[src/rtl/atu_pkg.sv]
package atu_pkg;

  localparam int TABLE_LEN = 24;
  localparam int STEP_W    = $clog2(TABLE_LEN);
  localparam int IN_W      = 16;
  localparam int OUT_W     = 16;
  localparam int IN_SHIFT  = 14;
  // datapath lanes: |count| << 14 plus CORDIC growth stays well below 2^32
  localparam int DW        = 34;
  // angle accumulator, Q20 degrees, peaks near 100 degrees
  localparam int ZW        = 32;
  localparam int ANG_Q     = 20;
  // pass-one magnitude is nonnegative and below 2^31
  localparam int MAG_W     = 31;
  localparam int GAIN_W    = 30;
  localparam int GAIN_SH   = 30;
  localparam logic [GAIN_W-1:0] INV_GAIN_Q30 = GAIN_W'(652032874);
  localparam int ANG_LIMIT_DEG = 90;

  typedef struct packed {
    logic signed [DW-1:0] a;     // x lane
    logic signed [DW-1:0] b;     // y lane
    logic signed [ZW-1:0] z;     // angle accumulator
    logic signed [DW-1:0] y_raw; // shifted Y count, carried through pass one
    logic                 zero;  // Y axis was zero: result forced to 0
  } cord_t;

  // round(atan(2^-i) * 180/pi * 2^20)
  function automatic logic signed [ZW-1:0] atan_q20(input int i);
    logic signed [ZW-1:0] v;
    unique case (i)
      0:  v = ZW'(47185920);
      1:  v = ZW'(27855475);
      2:  v = ZW'(14718068);
      3:  v = ZW'(7471121);
      4:  v = ZW'(3750058);
      5:  v = ZW'(1876857);
      6:  v = ZW'(938658);
      7:  v = ZW'(469357);
      8:  v = ZW'(234682);
      9:  v = ZW'(117342);
      10: v = ZW'(58671);
      11: v = ZW'(29335);
      12: v = ZW'(14668);
      13: v = ZW'(7334);
      14: v = ZW'(3667);
      15: v = ZW'(1833);
      16: v = ZW'(917);
      17: v = ZW'(458);
      18: v = ZW'(229);
      19: v = ZW'(115);
      20: v = ZW'(57);
      21: v = ZW'(29);
      22: v = ZW'(14);
      23: v = ZW'(7);
      default: v = '0;
    endcase
    return v;
  endfunction

endpackage

[src/rtl/atu_gain_stage.sv]
module atu_gain_stage (
  input  logic           clk,
  input  logic           rst_n,
  input  logic           up_vld,
  output logic           up_rdy,
  input  atu_pkg::cord_t up_data,
  output logic           dn_vld,
  input  logic           dn_rdy,
  output atu_pkg::cord_t dn_data
);

  localparam int PW = atu_pkg::MAG_W + atu_pkg::GAIN_W;

  logic                           vld_r;
  atu_pkg::cord_t                 data_r;
  atu_pkg::cord_t                 data_nxt;
  logic [PW-1:0]                  prod;
  logic [atu_pkg::MAG_W-1:0]      mag_c;

  assign up_rdy = !vld_r || dn_rdy;

  // magnitude * 1/K, Q30; the magnitude is never negative so the shift is logical
  always_comb begin
    prod  = PW'(up_data.a[atu_pkg::MAG_W-1:0]) * PW'(atu_pkg::INV_GAIN_Q30);
    mag_c = prod[atu_pkg::GAIN_SH +: atu_pkg::MAG_W];
    data_nxt       = up_data;
    data_nxt.a     = {{(atu_pkg::DW - atu_pkg::MAG_W){1'b0}}, mag_c};
    data_nxt.b     = up_data.y_raw;
    data_nxt.z     = '0;
  end

  always_ff @(posedge clk) begin
    if (!rst_n) begin
      vld_r <= 1'b0;
    end else if (up_rdy) begin
      vld_r <= up_vld;
    end
  end

  always_ff @(posedge clk) begin
    if (up_rdy && up_vld) begin
      data_r <= data_nxt;
    end
  end

  assign dn_vld  = vld_r;
  assign dn_data = data_r;

endmodule

[config.mk]
export PLATFORM = sky130hd
export DESIGN_NAME = atu_gain_stage
export DESIGN_NICKNAME = d
export VERILOG_FILES = /design/src/rtl/atu_pkg.sv /design/src/rtl/atu_gain_stage.sv
export SDC_FILE = /design/constraint.sdc
export NUM_CORES = 1
export LEC_CHECK = 0
export BUFFER_PORTS_ARGS = -buffer_cell sky130_fd_sc_hd__buf_4
export CAP_MARGIN = 5
export CORE_MARGIN = 3
export CORE_UTILIZATION = 30
export CTS_BUF_LIST = sky130_fd_sc_hd__clkbuf_16
export DETAILED_ROUTE_END_ITERATION = 8
export PLACE_DENSITY = 0.52
export SETUP_SLACK_MARGIN = 0.1
export SYNTH_ARGS = -nofsm -noshare
export SYNTH_HDL_FRONTEND = slang
export SYNTH_SLANG_ARGS = --single-unit
[constraint.sdc]
create_clock -name clk -period 9.2 [get_ports clk]
set_input_delay 1.38 -clock clk [delete_from_list [all_inputs] [get_ports clk]]
set_output_delay 1.38 -clock clk [all_outputs]
set_load 0.02 [all_outputs]
; ---- Word-level counts from Yosys, hierarchy flattened
; Index checks and enable logic that the tools add are counted.
[op_classes]
mul = 1
reduce_logical = 3
[ops]
columns = op, n
row1 = $mul 31x29->60 const B, 1
row2 = $logic_and 1x1->1, 1
row3 = $logic_not 1->1, 1
row4 = $logic_or 1x1->1, 1
[word_totals]
register_bits = 67
input_bits = 139

; ---- Longest topological paths before layout
[depth]
depth_word = 3
depth_mapped = 24
depth_no_buf = 24

; ---- Worst setup path before layout
; OpenSTA, ideal clock, no wires.
[synth_timing]
path_kind = input -> register
start = in up_data[109] (netlist bit)
end = reg data_r (netlist bit dn_data[122]), data pin
arrival_ns = 7.288
required_time_ns = 8.942
setup_slack_ns = 1.654
cell_stages = 24
cell_sequence = inv_1 -> fa_1 -> fa_1 -> inv_1 -> fa_1 -> inv_1 -> fa_1 -> inv_1 -> fa_1 -> fa_1 -> fa_1 -> inv_1 -> fa_1 -> inv_1 -> ha_1 -> nand4_1 -> nor4_1 -> a21oi_1 -> o31ai_1 -> a41oi_1 -> o21ai_1 -> a21o_1 -> a21oi_1 -> xnor2_1
[synth_between]
elab_chain_len = 1
[synth_rtl]
columns = item, line_no
row1 = from (decl), atu_gain_stage.sv:6  ; input atu_pkg::cord_t up_data,
row2 = $mul 31x29->60, atu_gain_stage.sv:24  ; prod = PW'(up_data.a[atu_pkg::MAG_W-1:0]) * PW'(atu_pkg::INV_GAIN_Q30);
row3 = net prod[51], atu_gain_stage.sv:17  ; logic [PW-1:0] prod;
row4 = to (signal assigned), atu_gain_stage.sv:42  ; data_r <= data_nxt;
row5 = to (decl), atu_gain_stage.sv:15  ; atu_pkg::cord_t data_r;
; The timed path passes the listed nets, and every way through them passes these cells.
; A chain may end at the register's enable or synchronous reset.

; ---- Worst setup path in the final report
[layout_timing]
start = in up_data[108] (netlist bit)
end = reg data_r (netlist bit dn_data[126]), data pin
; Same word-level chain as after synthesis.

==> summary.txt <==
STA
  • # setup viols final: 0
  • Max frequency: 119 MHz
  • Tightest Pin Transition: a little under 0.9 ns
  • Worst slew margin: 42.0%
  • Final Hold Fails: 0
  • Unrepaired setup endpoints after global routing: no
  • Pins over their slew limit: 0
  • Setup TNS Final: 0 ns
  • Final Skew: between 0.008 and 0.009 ns
  • Tmin final: 8.37 ns
  • Period utilisation layout: 91.0%

Drt
  • Router iterations before antenna repair: 5
  • ANT nets after route: 0
  • DR vias: 12361
  • Final WL: 50200 µm
  • Drt drc: 0
  • Vias per cell: 4.36
  • DR WL/cell: 17.7 µm
  • Detailed Route Iter0 Violations: 430

Global routing
  • First-pass GRT wire length: just under 80000 µm
  • Total gr overflow: 0
  • GRT Total Usage: 14.8%
  • Most used routing layer in global routing: met2
  • Largest net degree at the start of global routing: 67
  • Met3 usage: 2.41%
  • Global Route met2 Usage: between 20% and 30%
  • Initial antenna violation count: 1
  • Met1 GRT Util: 18.9%
  • Vias in the first global route: roughly 14000

Setup path
  • Worst Path Max Fanout: 8
  • Critical path startpoint category: input port
  • Crit path top cell by count: fa_1
  • Crit Path Class: input port to flop
  • CP Capture Type: flop
  • Worst Path Required: roughly 9.3 ns
  • Slowest CP cell: fa_1
  • Arrival time worst endpoint: 8.45 ns
  • Largest stage delay, worst path: 0.57 ns

Floorplanning
  • Vert. Die Dim: 263 µm
  • CORE AREA: 0.0649 mm²
  • Initial Utilization: 30.5%
  • Row cnt: 93
  • IO Count: about 280
  • Die area: 0.0692 mm²
  • Die width: approximately 260 µm

Synth
  • Synth Warn #: 0
  • Distinct cells, synth: 62
  • Synth Flop Type: edfxtp_1
  • Sequential area share after synthesis: 10.1%
  • Synth Area per Inst: ~11 µm²
  • FFs w/ async S/R, synth: 0%
  • Synth Instances: 1828
  • Post-synth EDFFs: 66
  • Cell Area, Synth: around 0.02 mm²
  • Yosys reg bits: between 60 and 70

Place
  • Final RePlAce weighted congestion: 0.885
  • Post-DP HPWL: 46300 µm
  • Port bufs: 171

Clock tree
  • Insertion delay to the later sink of the worst-skew pair: 0.33 ns
  • Total clock sinks: 67
  • Post-CTS Setup Repair Bufs: 0
  • PostCTS Resize Cnt: 0
  • Clock buffer depth: 2
  • CTS tree: built
  • Clock transition at the registers of the reported paths: 0.05 ns
  • CTS Hold Bufs: 0
  • Root Buffer: clkbuf_16
  • H-tree depth: 3
  • CTS buffer count: 9

Cells and area
  • Fillcell total: 6623
  • Most frequent cells in the layout: inv_1, fa_1, ha_1
  • Layout cell share with drive strength beyond 1: 10.1%
  • FF+latch area: 0.00200 mm²
  • Final-stage net count: 2903
  • Commonest non-fill, non-tap cell in the layout: inv_1
  • Multi-input logic area: 0.0151 mm²
  • Synth-to-Final Area Change: 11.4%

Worst hold path
  • Min-Delay Path Class: flop to flop

Flow run
  • Max_cap viols: 0

Outcome
  • Status: complete, no violations
synthesized netlist by cell type, types with 3 or more instances:
cell type	count	area [µm²]
and2_1	4	25.0
nor4_1	5	31.3
a21oi_1	47	235
nand2_1	31	116
nor2_1	24	90.1
fa_1	441	8830
buf_4	69	518
edfxtp_1	66	1980
o211ai_1	6	45.0
nor3_1	8	40.0
nand2b_1	3	18.8
a211oi_1	3	22.5
o21ai_1	5	25.0
o21bai_1	8	60.1
xnor2_1	22	193
nand3_1	9	45.0
and3_1	5	31.3
o21ai_0	15	75.1
a211o_1	3	26.3
inv_1	618	2320
a31oi_1	4	25.0
ha_1	348	4350
xor2_1	10	87.6
a21o_1	25	188
nand4_1	6	37.5
through the flow:
step	hold WS [ns]	worst slack, ns	area [µm²]	std cells	util, %
2_1_floorplan	0.750	1.65	19900	1862	-
3_3_place_gp	0.507	0.467	21800	2819	33.6
3_5_place_dp	0.537	0.470	21800	2819	33.6
4_1_cts	0.545	0.800	22100	2835	34.0
5_1_grt	0.564	0.580	22100	2835	34.0
6_report	0.542	0.828	22100	2836	34.0
worst max-delay path: cells and delay by family:
kind,cells,cell delay [ns]
XOR/XNOR,1,0.09
AND/OR/NAND/NOR,2,0.50
AO/OA/AOI/OAI,6,1.17
adder cells (fa/ha/maj),9,4.40
buffers and inverters,8,0.92
area by class of cell:
| class | count | area share [%] |
|---|---|---|
| multi-input cells | 1105 | 68.4 |
| repair buffers | 174 | 5.92 |
| diodes | 1 | 0.0113 |
| inverters | 618 | 10.5 |
| well taps | 855 | 4.85 |
| clock buffers | 9 | 1.02 |
| clock inverters | 7 | 0.249 |
| flip-flops and latches | 67 | 9.07 |
registers in the layout (all words and copies together), names as in the netlist:
register and count:
dn_data 66, dn_vld 1
metal layers:
layer / routed length [µm] / vias up
li1: - / 5755
met1: 20900 / 6327
met2: 25900 / 228
met3: 2210 / 51
met4: 1130 / 0
met5: 0 / -
worst paths after layout:
check | from | to | slack (ns) | depth (start not counted)
hold reg to reg | dn_vld | dn_vld | 0.54 | 2
setup reg to reg | dn_vld | dn_data[101] | 7.55 | 3
hold / removal | dn_vld | dn_vld | 0.54 | 2
setup / recovery | up_data[108] | dn_data[126] | 0.83 | 26
kinds of logic (layout without fill, tap and decap cells):
logic type	Yosys count	in the layout	synth area share [%]
fa+ha+maj	789	789	66.5
xor+xnor	32	32	1.41
flops	67	67	10.1
simple gates	102	102	2.46
compound gates	147	147	5.08
buf+inv	690	808	14.4
other cells	1	36	0.0189
Power is not shown: default switching activity piles up to over one toggle a cycle in this logic, so the estimate is an artifact.
